--- config.mk ---
export PLATFORM = sky130hd
export DESIGN_NAME = button_mode_and_light_control
export DESIGN_NICKNAME = d
export VERILOG_FILES = /design/src/rtl/core/bmlc_pkg.sv /design/src/rtl/core/button_mode_and_light_control.sv
export VERILOG_INCLUDE_DIRS = /design/src /design/src/rtl/core
export SDC_FILE = /design/constraint.sdc
export NUM_CORES = 1
export LEC_CHECK = 0
export BUFFER_PORTS_ARGS = -buffer_cell sky130_fd_sc_hd__buf_4
export CAP_MARGIN = 20
export CORE_MARGIN = 3
export CORE_UTILIZATION = 50
export CTS_CLUSTER_SIZE = 8
export DETAILED_ROUTE_END_ITERATION = 16
export PLACE_DENSITY_LB_ADDON = 0.08
export SYNTH_ARGS = -nofsm -noshare
export SYNTH_HDL_FRONTEND = slang
export SYNTH_SLANG_ARGS = --single-unit
--- constraint.sdc ---
create_clock -name clk -period 5.6 [get_ports clk]
set_clock_uncertainty 0.1 [all_clocks]
set_input_delay 0.28 -clock clk [delete_from_list [all_inputs] [get_ports clk]]
set_output_delay 0.28 -clock clk [all_outputs]
set_load 0.1 [all_outputs]
--- src/rtl/core/button_mode_and_light_control_macros.svh ---
// ----------------------------------------------------------------------------
// Button mode and light control: assertion macros
// Shared assertion forms, clocked on clk and held off during rst.
// ----------------------------------------------------------------------------
`ifndef BUTTON_MODE_AND_LIGHT_CONTROL_MACROS_SVH
`define BUTTON_MODE_AND_LIGHT_CONTROL_MACROS_SVH

// Check a condition or an overlapping implication at every clock edge.
`define BMLC_ASSERT(label, prop, msg) \
  label: assert property (@(posedge clk) disable iff (rst) prop) else $error(msg);

// Check that a condition in one cycle brings a consequence in the next one.
`define BMLC_ASSERT_NEXT(label, pre, post, msg) \
  label: assert property (@(posedge clk) disable iff (rst) (pre) |=> (post)) else $error(msg);

`endif

--- src/rtl/core/bmlc_pkg.sv ---
// ----------------------------------------------------------------------------
// Button mode and light control package
// Codes, limits, reset values and the result record of the control block.
// ----------------------------------------------------------------------------
package bmlc_pkg;

  // Item kinds
  typedef enum logic [0:0] {
    OP_BUTTON = 1'b0,
    OP_LIGHT  = 1'b1
  } op_t;

  // Configuration register indexes
  typedef enum logic [0:0] {
    REG_MAX_MODE       = 1'b0,
    REG_DARK_THRESHOLD = 1'b1
  } reg_index_t;

  localparam int CFG_DATA_W = 10;

  // Modes with a ramped value
  localparam logic [3:0] MODE_EFFECT       = 4'd1;
  localparam logic [3:0] MODE_RAINBOW      = 4'd2;
  localparam logic [3:0] MODE_RAINBOW_FAST = 4'd3;

  // Press timing in milliseconds
  localparam logic [31:0] LONG_PRESS_MS  = 32'd500;
  localparam logic [31:0] SHORT_PRESS_MS = 32'd50;

  // Value limits
  localparam logic [7:0] BRIGHT_MIN = 8'd10;
  localparam logic [7:0] BRIGHT_MAX = 8'd255;
  localparam logic [5:0] SPEED_MIN  = 6'd1;
  localparam logic [5:0] SPEED_MAX  = 6'd50;

  // Reset values
  localparam logic [3:0] MAX_MODE_RST       = 4'd3;
  localparam logic [9:0] DARK_THRESHOLD_RST = 10'd512;
  localparam logic [7:0] EFFECT_RST         = 8'd255;
  localparam logic [5:0] SPEED_RST          = 6'd10;
  localparam logic [7:0] AMBIENT_RST        = 8'd10;

  // One result item
  typedef struct packed {
    logic [3:0] mode;
    logic [7:0] effect_brightness;
    logic [5:0] rainbow_speed;
    logic [7:0] ambient_brightness;
    logic       dark;
    logic       short_press;
  } result_t;

endpackage

--- src/rtl/core/button_mode_and_light_control.sv ---
// ----------------------------------------------------------------------------
// Button mode and light control
// Front end of an LED strip controller. Each input item is a button scan
// (op 0) or a light sensor scan (op 1) stamped with a wrapping ms time.
// Input channel: in_valid / in_stall with op, button_level, now_ms and
// light_level. Output channel: out_valid / out_stall with one result item
// per input item: mode, effect_brightness, rainbow_speed,
// ambient_brightness, dark and short_press.
// The result is registered in the output register, or in the skid register.
// Throughput: one item per cycle while not stalled; the whole update is a
// short compare and step on a few registers before the result register.
// When the receiver stalls, the result holds in the output register and a
// skid register takes one more item; in_stall rises only once both are full.
// Reset (rst, synchronous) clears the press state, mode 0, effect 255,
// speed 10, ambient 10, max_mode 3, dark_threshold 512 and empties both
// output stages. Write configuration through cfg_we only while idle.
// ----------------------------------------------------------------------------
`include "button_mode_and_light_control_macros.svh"

module button_mode_and_light_control (
  input  logic                           clk,
  input  logic                           rst,
  // configuration write port
  input  logic                           cfg_we,
  input  logic [0:0]                     cfg_index,
  input  logic [bmlc_pkg::CFG_DATA_W-1:0] cfg_data,
  // input channel
  input  logic                           in_valid,
  output logic                           in_stall,
  input  logic                           op,
  input  logic                           button_level,
  input  logic [31:0]                    now_ms,
  input  logic [9:0]                     light_level,
  // output channel
  output logic                           out_valid,
  input  logic                           out_stall,
  output logic [3:0]                     mode,
  output logic [7:0]                     effect_brightness,
  output logic [5:0]                     rainbow_speed,
  output logic [7:0]                     ambient_brightness,
  output logic                           dark,
  output logic                           short_press
);

  // Configuration registers
  logic [3:0] max_mode;
  logic [9:0] dark_threshold;

  // Control state
  logic        press_active, press_active_next;
  logic [31:0] press_start, press_start_next;
  logic        ramp_up, ramp_up_next;
  logic [3:0]  mode_reg, mode_reg_next;
  logic [7:0]  effect_level, effect_level_next;
  logic [5:0]  speed_level, speed_level_next;
  logic [7:0]  ambient_level, ambient_level_next;
  logic        dark_flag, dark_flag_next;
  logic        short_done;

  // Output register and skid stage
  bmlc_pkg::result_t res_next, out_res, skid_res;
  logic              skid_valid;

  logic in_fire, out_fire;
  logic [31:0] elapsed;
  logic [31:0] start_eff;
  logic [4:0]  mode_inc;
  logic [7:0]  light_quarter;

  assign in_stall = skid_valid;
  assign in_fire  = in_valid && !in_stall;
  assign out_fire = out_valid && !out_stall;

  // --------------------------------------------------------------------------
  // Configuration writes
  // --------------------------------------------------------------------------
  always_ff @(posedge clk) begin
    if (rst) begin
      max_mode       <= bmlc_pkg::MAX_MODE_RST;
      dark_threshold <= bmlc_pkg::DARK_THRESHOLD_RST;
    end else if (cfg_we) begin
      unique case (cfg_index)
        bmlc_pkg::REG_MAX_MODE:       max_mode       <= cfg_data[3:0];
        bmlc_pkg::REG_DARK_THRESHOLD: dark_threshold <= cfg_data[9:0];
        default: ;
      endcase
    end
  end

  // --------------------------------------------------------------------------
  // Per-item update
  // --------------------------------------------------------------------------
  // A fresh press starts at now_ms, so its elapsed time is zero.
  assign start_eff     = press_active ? press_start : now_ms;
  assign elapsed       = now_ms - start_eff;
  assign mode_inc      = {1'b0, mode_reg} + 5'd1;
  assign light_quarter = light_level[9:2];

  always_comb begin
    press_active_next  = press_active;
    press_start_next   = press_start;
    ramp_up_next       = ramp_up;
    mode_reg_next      = mode_reg;
    effect_level_next  = effect_level;
    speed_level_next   = speed_level;
    ambient_level_next = ambient_level;
    dark_flag_next     = dark_flag;
    short_done         = 1'b0;

    if (op == bmlc_pkg::OP_BUTTON) begin
      if (button_level) begin
        press_active_next = 1'b1;
        press_start_next  = start_eff;
        // Long hold: step the value of the current mode, clamped to its range.
        if (elapsed >= bmlc_pkg::LONG_PRESS_MS) begin
          case (mode_reg) inside
            bmlc_pkg::MODE_EFFECT: begin
              if (ramp_up) begin
                if (effect_level == bmlc_pkg::BRIGHT_MAX) begin
                  effect_level_next = bmlc_pkg::BRIGHT_MAX;
                end else if (effect_level + 8'd1 < bmlc_pkg::BRIGHT_MIN) begin
                  effect_level_next = bmlc_pkg::BRIGHT_MIN;
                end else begin
                  effect_level_next = effect_level + 8'd1;
                end
              end else begin
                if (effect_level <= bmlc_pkg::BRIGHT_MIN) begin
                  effect_level_next = bmlc_pkg::BRIGHT_MIN;
                end else begin
                  effect_level_next = effect_level - 8'd1;
                end
              end
            end
            bmlc_pkg::MODE_RAINBOW, bmlc_pkg::MODE_RAINBOW_FAST: begin
              if (ramp_up) begin
                if (speed_level >= bmlc_pkg::SPEED_MAX) begin
                  speed_level_next = bmlc_pkg::SPEED_MAX;
                end else begin
                  speed_level_next = speed_level + 6'd1;
                end
              end else begin
                if (speed_level <= bmlc_pkg::SPEED_MIN) begin
                  speed_level_next = bmlc_pkg::SPEED_MIN;
                end else if (speed_level > bmlc_pkg::SPEED_MAX + 6'd1) begin
                  speed_level_next = bmlc_pkg::SPEED_MAX;
                end else begin
                  speed_level_next = speed_level - 6'd1;
                end
              end
            end
            default: ;
          endcase
        end
      end else if (press_active) begin
        // Release: a short press advances the mode, wrapping past max_mode.
        if (elapsed < bmlc_pkg::LONG_PRESS_MS && elapsed > bmlc_pkg::SHORT_PRESS_MS) begin
          short_done = 1'b1;
          if (mode_inc > {1'b0, max_mode}) begin
            mode_reg_next = 4'd0;
          end else begin
            mode_reg_next = mode_inc[3:0];
          end
        end
        ramp_up_next      = !ramp_up;
        press_active_next = 1'b0;
      end
    end else begin
      if (light_level <= dark_threshold) begin
        if (light_quarter <= bmlc_pkg::BRIGHT_MIN) begin
          ambient_level_next = bmlc_pkg::BRIGHT_MIN;
        end else begin
          ambient_level_next = light_quarter;
        end
        dark_flag_next = 1'b1;
      end else begin
        // Bright scene: drop back to mode 0.
        mode_reg_next  = 4'd0;
        dark_flag_next = 1'b0;
      end
    end

    res_next.mode               = mode_reg_next;
    res_next.effect_brightness  = effect_level_next;
    res_next.rainbow_speed      = speed_level_next;
    res_next.ambient_brightness = ambient_level_next;
    res_next.dark               = dark_flag_next;
    res_next.short_press        = short_done;
  end

  always_ff @(posedge clk) begin
    if (rst) begin
      press_active  <= 1'b0;
      press_start   <= 32'd0;
      ramp_up       <= 1'b0;
      mode_reg      <= 4'd0;
      effect_level  <= bmlc_pkg::EFFECT_RST;
      speed_level   <= bmlc_pkg::SPEED_RST;
      ambient_level <= bmlc_pkg::AMBIENT_RST;
      dark_flag     <= 1'b0;
    end else if (in_fire) begin
      press_active  <= press_active_next;
      press_start   <= press_start_next;
      ramp_up       <= ramp_up_next;
      mode_reg      <= mode_reg_next;
      effect_level  <= effect_level_next;
      speed_level   <= speed_level_next;
      ambient_level <= ambient_level_next;
      dark_flag     <= dark_flag_next;
    end
  end

  // --------------------------------------------------------------------------
  // Output register with skid stage
  // --------------------------------------------------------------------------
  always_ff @(posedge clk) begin
    if (rst) begin
      out_valid  <= 1'b0;
      skid_valid <= 1'b0;
    end else if (!out_valid || out_fire) begin
      // Output stage free: drain the skid first, else load the new item.
      out_valid  <= skid_valid || in_fire;
      skid_valid <= 1'b0;
    end else if (in_fire) begin
      // Output held by the receiver: park the new item.
      skid_valid <= 1'b1;
    end
  end

  always_ff @(posedge clk) begin
    if (!out_valid || out_fire) begin
      out_res <= skid_valid ? skid_res : res_next;
    end
    if (out_valid && !out_fire && in_fire) begin
      skid_res <= res_next;
    end
  end

  assign mode               = out_res.mode;
  assign effect_brightness  = out_res.effect_brightness;
  assign rainbow_speed      = out_res.rainbow_speed;
  assign ambient_brightness = out_res.ambient_brightness;
  assign dark               = out_res.dark;
  assign short_press        = out_res.short_press;

  // --------------------------------------------------------------------------
  // Assertions
  // --------------------------------------------------------------------------
  `BMLC_ASSERT(a_skid_behind_out, skid_valid |-> out_valid, "skid item without output item")
  `BMLC_ASSERT_NEXT(a_park_on_stall, out_valid && out_stall && in_fire, skid_valid,
    "item accepted under stall was not parked")
  `BMLC_ASSERT_NEXT(a_light_result, in_fire && op == bmlc_pkg::OP_LIGHT,
    mode_reg == 4'd0 || dark_flag, "bright light scan left a nonzero mode")
  `BMLC_ASSERT(a_levels_in_range,
    effect_level >= bmlc_pkg::BRIGHT_MIN && speed_level >= bmlc_pkg::SPEED_MIN &&
    speed_level <= bmlc_pkg::SPEED_MAX && ambient_level >= bmlc_pkg::BRIGHT_MIN,
    "stored level out of range")

endmodule

==> metrics.txt, run 1 <==
# TYPE chip_impl_metric gauge
chip_impl_metric{name="detail_route.wl_per_cell",unit="um"} 17.0
chip_impl_metric{name="clock_insertion_delay_worst_skew",unit="ns"} 0.42
chip_impl_info{name="setup.worst_path.class",value="register to register"} 1
chip_impl_info{name="regToRegStartpoint",value="press_active"} 1
chip_impl_metric{name="post_route_cells_drive_above_1_share",unit=""} 0.144
chip_impl_metric{name="worstMarginPinSlew",unit="ns"} 0.923
chip_impl_info{name="critPathTopFamily",value="compound AO/OA/AOI/OAI gates"} 1
chip_impl_metric{name="finalSetupViolations",unit=""} 0
chip_impl_metric{name="yosysSeqAreaShare",unit=""} 0.345
chip_impl_metric{name="fin_worst_hold_slack",unit="ns"} 0.00859
chip_impl_metric{name="hold_depth",unit=""} 3
chip_impl_metric{name="buffer_ports.inserted",unit=""} 89
chip_impl_metric{name="crit_arrival",unit="ns"} 5.15
chip_impl_metric{name="post-route-min-period",unit="ns"} 5.08
chip_impl_metric{name="drt_drc_violations_left",unit=""} 0
chip_impl_metric{name="grt_start_max_net_pins",unit=""} 88
chip_impl_metric{name="fp.dieArea",unit="um^2"} 20400
chip_impl_metric{name="crit_path_max_incr_delay",unit="ns"} 0.69
chip_impl_metric{name="path_clk_slew",unit="ns"} 0.07
chip_impl_info{name="timing.critical_path.from_type",value="register"} 1
chip_impl_info{name="unrepaired_setup_endpoints_after_global_routing",value="no"} 1
chip_impl_metric{name="r2r_setup_slack",unit="ns"} 0.52
chip_impl_metric{name="detail_route.wirelength",unit="um"} 24100
chip_impl_metric{name="globalRouteTotalUtil",unit=""} 0.240
chip_impl_metric{name="post_cts_buffers",unit=""} 0
chip_impl_metric{name="worst-endpoint-required",unit="ns"} 5.66
chip_impl_info{name="cp_slowest_cell",value="sky130_fd_sc_hd__a2111oi_1"} 1
chip_impl_metric{name="rr_worst_depth",unit=""} 13
chip_impl_metric{name="utilization_after_layout",unit=""} 0.594
chip_impl_info{name="layout_top_registers",value="press_start: 32 flops, skid_res: 28 flops, dark_threshold: 10 flops"} 1
chip_impl_info{name="largest_area_contributor_in_the_synthesized_netlist",value="sky130_fd_sc_hd__edfxtp_1"} 1
chip_impl_metric{name="synth_largest_type_area_fraction",unit=""} 0.180
chip_impl_metric{name="finalWorstSetupSlack",unit="ns"} 0.518
chip_impl_metric{name="setup-tns-final",unit="ns"} 0
chip_impl_metric{name="average_size_of_a_mapped_cell",unit="um^2"} 8.33
chip_impl_metric{name="antenna_violating_nets_post_route",unit=""} 0
chip_impl_metric{name="post_cts_resized",unit=""} 0
chip_impl_metric{name="finish.cell_count_without_fillers",unit=""} 1422
chip_impl_metric{name="number_of_enable_type_register_cells_in_the_synthesized_netlist",unit=""} 56
chip_impl_info{name="worst_r2r_endpoint",value="rainbow_speed[4]"} 1
chip_impl_info{name="cts_tree",value="done"} 1
chip_impl_metric{name="cts_buffers",unit=""} 17
chip_impl_metric{name="ir_drop",unit="V"} 0.000198
chip_impl_metric{name="report.power.total",unit="mW"} 2.92
chip_impl_metric{name="die-height",unit="um"} 143
chip_impl_metric{name="yosys_register_bits",unit=""} 133
chip_impl_metric{name="grt_pass1_vias",unit=""} 8138
chip_impl_metric{name="synthDistinctLibCells",unit=""} 82
chip_impl_metric{name="power.switching",unit="uW"} 985
chip_impl_metric{name="n_antenna_cell",unit=""} 0
chip_impl_metric{name="wire_length_of_the_first_global_routing_pass",unit="um"} 40500
chip_impl_info{name="path_cells",value="buf_12 -> mux2i_1 -> ha_1 -> a21oi_1 -> o21ai_0 -> a21oi_2 -> a31oi_1 -> a2111oi_1 -> o221ai_1 -> nor4_1 -> and4_1 -> nor2_1 -> a221o_1"} 1
chip_impl_metric{name="vias_per_cell",unit=""} 6.02
chip_impl_metric{name="synth_async_sr_flop_share",unit=""} 0
chip_impl_metric{name="grt_antenna_before_repair",unit=""} 0
chip_impl_metric{name="finalInstanceArea",unit="um^2"} 10800
chip_impl_metric{name="clk_path_buf_depth",unit=""} 2
chip_impl_metric{name="initial_standard_cell_utilization_of_the_core",unit=""} 0.515
chip_impl_metric{name="drt-initial-drc-count",unit=""} 467
chip_impl_metric{name="largest_register_ff_count",unit=""} 32
chip_impl_metric{name="place_inst",unit=""} 1384
chip_impl_metric{name="cp_num_buf_inv",unit=""} 1
chip_impl_info{name="min_from",value="cfg_data[8]"} 1
chip_impl_metric{name="finish.net_count",unit=""} 1297
chip_impl_metric{name="globalRouteOverflowTotal",unit=""} 0
chip_impl_metric{name="rows",unit=""} 49
chip_impl_metric{name="drv_slew",unit=""} 0
chip_impl_metric{name="worst-path-max-fanout",unit=""} 24
chip_impl_info{name="post_synth_most_frequent_cells",value="sky130_fd_sc_hd__nor2_1, sky130_fd_sc_hd__nand2_1, sky130_fd_sc_hd__a21oi_1"} 1
chip_impl_info{name="most_flops_register",value="press_start"} 1
chip_impl_metric{name="min_period_over_period",unit=""} 0.908
chip_impl_metric{name="syn-cell-area",unit="um^2"} 9350
chip_impl_metric{name="clock_sinks",unit=""} 133
chip_impl_info{name="synth_top_flop_cell",value="sky130_fd_sc_hd__dfxtp_1"} 1
chip_impl_metric{name="fillers",unit=""} 1679
chip_impl_metric{name="report.final.hold_viol_count",unit=""} 0
chip_impl_metric{name="total_nets_after_synthesis",unit=""} 1239
chip_impl_metric{name="synthCells",unit=""} 1122
chip_impl_metric{name="p_leak",unit="nW"} 4.05
chip_impl_metric{name="seq_power_share",unit=""} 0.366
chip_impl_metric{name="core_region_area",unit="um^2"} 18100
chip_impl_metric{name="combPwrFrac",unit=""} 0.239
chip_impl_metric{name="die_width",unit="um"} 143
chip_impl_info{name="run_status",value="completed"} 1
chip_impl_metric{name="place_congestion",unit=""} 0.946
chip_impl_info{name="critical_path.endpoint_type",value="register"} 1
chip_impl_metric{name="share_of_total_power_in_the_clock_network",unit=""} 0.394
chip_impl_info{name="yosys.cell_count.top_type",value="sky130_fd_sc_hd__nor2_1"} 1
chip_impl_metric{name="timing.max_slew.rel_slack",unit=""} 0.385
chip_impl_metric{name="ios",unit=""} 90
chip_impl_metric{name="postCtsHoldBufs",unit=""} 5
chip_impl_metric{name="hpwl",unit="um"} 17600
chip_impl_info{name="top_post_synthesis_cells_by_area",value="sky130_fd_sc_hd__edfxtp_1, sky130_fd_sc_hd__dfxtp_1, sky130_fd_sc_hd__ha_1, sky130_fd_sc_hd__nor2_1, sky130_fd_sc_hd__nand2_1"} 1
chip_impl_metric{name="preCtsSetupSlack",unit="ns"} 0.664
chip_impl_info{name="root_buffer",value="sky130_fd_sc_hd__clkbuf_16"} 1
chip_impl_metric{name="power.density_cell_area",unit="nW/um^2"} 271
chip_impl_metric{name="vias",unit=""} 8566
chip_impl_metric{name="postPlaceCellArea",unit="um^2"} 10100
chip_impl_metric{name="synth_to_layout_area_growth",unit="%"} 15.4
chip_impl_info{name="timing.hold.worst.class",value="input pin to register"} 1
chip_impl_metric{name="cts_htree_levels",unit=""} 4
chip_impl_metric{name="fmax",unit="MHz"} 197
chip_impl_metric{name="power_switching_share",unit=""} 0.337
chip_impl_info{name="hold_end",value="dark_threshold[8]"} 1
chip_impl_metric{name="drv_cap",unit=""} 0
chip_impl_metric{name="yosys_warnings",unit=""} 0
chip_impl_metric{name="first_pass_iters",unit=""} 5
chip_impl_metric{name="intPower",unit="mW"} 1.94
==> power groups by stage <==
stage | clock network [mW] | logic [mW] | registers, mW
2_1_floorplan | 0 | 0.409 | 1.20
3_5_place_dp | 0 | 0.690 | 1.09
4_1_cts | 1.17 | 0.697 | 1.07
5_1_grt | 1.21 | 0.769 | 1.07
3_3_place_gp | 0 | 0.691 | 1.09
6_report | 1.15 | 0.699 | 1.07
==> area by class of cell <==
type,instances,area [um^2],area share
flip-flops and latches,133,3220,0.299
well taps,229,287,0.0266
repair buffers,107,828,0.0768
multi-input cells,880,5680,0.527
inverters,41,154,0.0143
clock inverters,15,184,0.0171
clock buffers,17,425,0.0394
==> worst max path at each step <==
stage,start,to,cells after the start
floorplan,press_active,rainbow_speed[4],19
global placement,press_active,rainbow_speed[4],13
detailed placement,press_active,rainbow_speed[4],13
CTS,press_active,rainbow_speed[4],12
global route,press_active,rainbow_speed[4],13
finish,press_active,rainbow_speed[4],13
==> worst reg2reg max path, delay by kind of cell, from the launching register on <==
kind                       cells  cell delay (ns)
buffers and inverters          1             0.25
muxes                          1             0.26
adders and majority gates      1             0.33
and+or+nand+nor                3             1.28
DFF                            1             0.55
AOI/OAI and AO/OA              7             2.06
==> routing by layer <==
layer,vias up,wire [um],global-route usage
met3,34,922,0.0285
li1,4322,-,-
met4,0,397,0.0715
met5,-,0,0
met1,3992,11000,0.322
met2,218,11800,0.409
==> cells in the final DEF, fill, tap and decap left out, drive strengths merged, types with 9 or more instances in the layout <==
master  count
xor2       10
nand2b     14
buf       102
o21a        9
a21oi      84
and3        9
mux2       13
mux2i      39
a211oi     44
nand2     111
nand4      20
nor2      136
nand3      25
nor2b      10
nor3       31
dfxtp      77
and2       13
o31ai      16
clkbuf     17
a31oi      18
ha         56
o211ai     10
nor4       12
edfxtp     56
a21o       10
o21ai      66
inv        49
==> cells by family (layout without fill, tap and decap cells) <==
kind of cell | Yosys count | count (layout) | synth area share
buffers and inverters | 109 | 180 | 0.0474
DFF | 133 | 133 | 0.345
xor gates and xnor gates | 18 | 18 | 0.0169
AOI/OAI and AO/OA | 336 | 336 | 0.242
adders and majority gates | 57 | 57 | 0.0771
and+or+nand+nor | 417 | 417 | 0.214
muxes | 52 | 52 | 0.0574
No activity file was read; power rests on OpenSTA's default activity.
==> run 2, diff against run 1 <==
Settings changed: CELL_PAD_IN_SITES_DETAIL_PLACEMENT set to 0, CELL_PAD_IN_SITES_GLOBAL_PLACEMENT set to 1, CORE_UTILIZATION 50 to 46, CTS_CLUSTER_DIAMETER set to 40.
==> run 2 against run 1 <==
Compared with the run above:
- global-route usage shrank 1.0 points
- non-clock buffer count shrank 1
- first-iteration DRC count grew 5.1%
- critical path depth grew 2
- die area grew 8.3%
- cell area is essentially flat
- register-to-register slack is essentially flat
- routed wire length grew 5.5%
- critical path type unchanged
- largest power group unchanged
- highest routed layer unchanged
==> metrics.txt, run 2 (synthesis results as in run 1) <==
# TYPE chip_impl_metric gauge
chip_impl_info{name="run_status",value="completed"} 1
chip_impl_metric{name="hold_depth",unit=""} 3
chip_impl_metric{name="fillers",unit=""} 1860
chip_impl_metric{name="timing.max_slew.rel_slack",unit=""} 0.356
chip_impl_metric{name="antenna_violating_nets_post_route",unit=""} 0
chip_impl_metric{name="die_width",unit="um"} 149
chip_impl_info{name="timing.critical_path.from_type",value="register"} 1
chip_impl_metric{name="globalRouteTotalUtil",unit=""} 0.231
chip_impl_metric{name="globalRouteOverflowTotal",unit=""} 0
chip_impl_metric{name="drv_cap",unit=""} 0
chip_impl_metric{name="cts_buffers",unit=""} 17
chip_impl_metric{name="buffer_ports.inserted",unit=""} 89
chip_impl_metric{name="fp.dieArea",unit="um^2"} 22100
chip_impl_metric{name="post_route_cells_drive_above_1_share",unit=""} 0.142
chip_impl_metric{name="first_pass_iters",unit=""} 5
chip_impl_metric{name="detail_route.wl_per_cell",unit="um"} 17.5
chip_impl_metric{name="drt_drc_violations_left",unit=""} 0
chip_impl_metric{name="core_region_area",unit="um^2"} 19700
chip_impl_metric{name="p_leak",unit="nW"} 4.03
chip_impl_metric{name="utilization_after_layout",unit=""} 0.547
chip_impl_metric{name="cts_htree_levels",unit=""} 4
chip_impl_metric{name="fmax",unit="MHz"} 196
chip_impl_metric{name="crit_arrival",unit="ns"} 5.15
chip_impl_metric{name="hpwl",unit="um"} 18200
chip_impl_metric{name="vias_per_cell",unit=""} 5.93
chip_impl_metric{name="report.final.hold_viol_count",unit=""} 0
chip_impl_metric{name="post_cts_buffers",unit=""} 0
chip_impl_metric{name="clock_insertion_delay_worst_skew",unit="ns"} 0.42
chip_impl_metric{name="rows",unit=""} 51
chip_impl_metric{name="synth_to_layout_area_growth",unit="%"} 15.5
chip_impl_metric{name="wire_length_of_the_first_global_routing_pass",unit="um"} 41800
chip_impl_metric{name="drv_slew",unit=""} 0
chip_impl_metric{name="die-height",unit="um"} 149
chip_impl_metric{name="initial_standard_cell_utilization_of_the_core",unit=""} 0.474
chip_impl_metric{name="grt_antenna_before_repair",unit=""} 0
chip_impl_info{name="cts_tree",value="done"} 1
chip_impl_info{name="most_flops_register",value="press_start"} 1
chip_impl_metric{name="place_congestion",unit=""} 0.950
chip_impl_metric{name="n_antenna_cell",unit=""} 0
chip_impl_info{name="setup.worst_path.class",value="register to register"} 1
chip_impl_metric{name="post-route-min-period",unit="ns"} 5.09
chip_impl_metric{name="place_inst",unit=""} 1417
chip_impl_metric{name="largest_register_ff_count",unit=""} 32
chip_impl_info{name="regToRegStartpoint",value="press_active"} 1
chip_impl_metric{name="finalWorstSetupSlack",unit="ns"} 0.506
chip_impl_metric{name="worst-endpoint-required",unit="ns"} 5.65
chip_impl_metric{name="finalSetupViolations",unit=""} 0
chip_impl_info{name="top_library_cells_by_usage_in_the_layout_fill_and_taps_aside",value="sky130_fd_sc_hd__nor2_1, sky130_fd_sc_hd__nand2_1, sky130_fd_sc_hd__buf_4"} 1
chip_impl_info{name="mostFrequentLayoutCell",value="sky130_fd_sc_hd__nor2_1"} 1
chip_impl_info{name="worst_r2r_endpoint",value="skid_res[27]"} 1
chip_impl_metric{name="finish.net_count",unit=""} 1296
chip_impl_metric{name="finish.cell_count_without_fillers",unit=""} 1457
chip_impl_metric{name="rr_worst_depth",unit=""} 15
chip_impl_info{name="root_buffer",value="sky130_fd_sc_hd__clkbuf_16"} 1
chip_impl_metric{name="drt-initial-drc-count",unit=""} 491
chip_impl_info{name="min_from",value="cfg_data[4]"} 1
chip_impl_metric{name="grt_start_max_net_pins",unit=""} 88
chip_impl_metric{name="worstMarginPinSlew",unit="ns"} 0.965
chip_impl_metric{name="r2r_setup_slack",unit="ns"} 0.51
chip_impl_metric{name="setup-tns-final",unit="ns"} 0
chip_impl_metric{name="vias",unit=""} 8633
chip_impl_info{name="unrepaired_setup_endpoints_after_global_routing",value="no"} 1
chip_impl_metric{name="ios",unit=""} 90
chip_impl_info{name="timing.hold.worst.class",value="input pin to register"} 1
chip_impl_info{name="hold_end",value="dark_threshold[4]"} 1
chip_impl_metric{name="power.density_cell_area",unit="nW/um^2"} 269
chip_impl_metric{name="path_clk_slew",unit="ns"} 0.06
chip_impl_metric{name="ir_drop",unit="V"} 0.000215
chip_impl_metric{name="min_period_over_period",unit=""} 0.910
chip_impl_info{name="layout_top_registers",value="press_start: 32 flops, skid_res: 28 flops, dark_threshold: 10 flops"} 1
chip_impl_metric{name="worst-path-max-fanout",unit=""} 28
chip_impl_metric{name="detail_route.wirelength",unit="um"} 25400
chip_impl_metric{name="clk_path_buf_depth",unit=""} 2
chip_impl_info{name="critical_path.endpoint_type",value="register"} 1
chip_impl_metric{name="grt_pass1_vias",unit=""} 8195
chip_impl_metric{name="preCtsSetupSlack",unit="ns"} 0.464
chip_impl_metric{name="clock_sinks",unit=""} 133
[run 2: changes by cell type in the layout (fill, tap and decap cells not counted), sizes merged]
cell         previous run  this run
dlygate4sd3             5         7
clkinvlp                1         3
buf                   102        99
clkinv                  5         2
inv                    49        50
[run 2: critical path, stage by stage, from the launching register on]
cell	delay [ns]
sky130_fd_sc_hd__dfxtp_2	0.93
sky130_fd_sc_hd__nand2_1	0.11
sky130_fd_sc_hd__o21ai_0	0.14
sky130_fd_sc_hd__ha_1	0.21
sky130_fd_sc_hd__inv_1	0.05
sky130_fd_sc_hd__fa_1	0.42
sky130_fd_sc_hd__a211oi_1	0.35
sky130_fd_sc_hd__o21ai_1	0.19
sky130_fd_sc_hd__and3_1	0.21
sky130_fd_sc_hd__or3_1	0.34
sky130_fd_sc_hd__a21oi_1	0.15
sky130_fd_sc_hd__nand4_1	0.19
sky130_fd_sc_hd__nor4_1	0.46
sky130_fd_sc_hd__nand4_2	0.24
sky130_fd_sc_hd__o21ai_0	0.57
sky130_fd_sc_hd__o22ai_1	0.15
[run 2: routing by layer]
| metal | routed length [um] | vias to the layer above | track usage |
|---|---|---|---|
| li1 | - | 4310 | - |
| met1 | 11600 | 4062 | 0.304 |
| met2 | 12600 | 238 | 0.401 |
| met3 | 971 | 23 | 0.0283 |
| met4 | 306 | 0 | 0.0600 |
| met5 | 0 | - | 0 |
[run 2: worst max-delay path by stage]
stage	from	to	slack, ns	cells past startpoint
floorplan	press_active	rainbow_speed[4]	0.99	19
global placement	press_active	skid_res[24]	0.60	15
detailed placement	press_active	mode[1]	0.46	15
CTS	press_active	mode[1]	0.45	15
global route	press_active	skid_res[25]	0.12	15
finish	press_active	skid_res[27]	0.51	15
[run 2: timing repair]
item,CTS,global route
resized for setup,0,0
hold buffers,7,0
endpoints found under the hold margin,7,0
[run 2: report_power, final]
group	switching, mW	internal [mW]
Combinational	0.456	0.244
Sequential	0.0204	1.05
Clock	0.499	0.631
[run 2: area by class of cell]
| class | count | area (um^2) | area share |
|---|---|---|---|
| clock inverters | 15 | 161 | 0.0150 |
| clock buffers | 17 | 425 | 0.0394 |
| inverters | 41 | 154 | 0.0143 |
| repair buffers | 106 | 813 | 0.0754 |
| multi-input cells | 880 | 5680 | 0.527 |
| flip-flops and latches | 133 | 3220 | 0.299 |
| well taps | 265 | 332 | 0.0307 |
[run 2: per-stage QoR]
step / cell area [um^2] / hold slack, ns / total power [mW]
2_1_floorplan: 9350 / 0.298 / 1.61
3_3_place_gp: 10100 / 0.342 / 1.79
3_5_place_dp: 10100 / 0.349 / 1.78
4_1_cts: 10800 / 0.000638 / 2.92
5_1_grt: 10800 / 0.00875 / 3.03
6_report: 10800 / 0.0119 / 2.90
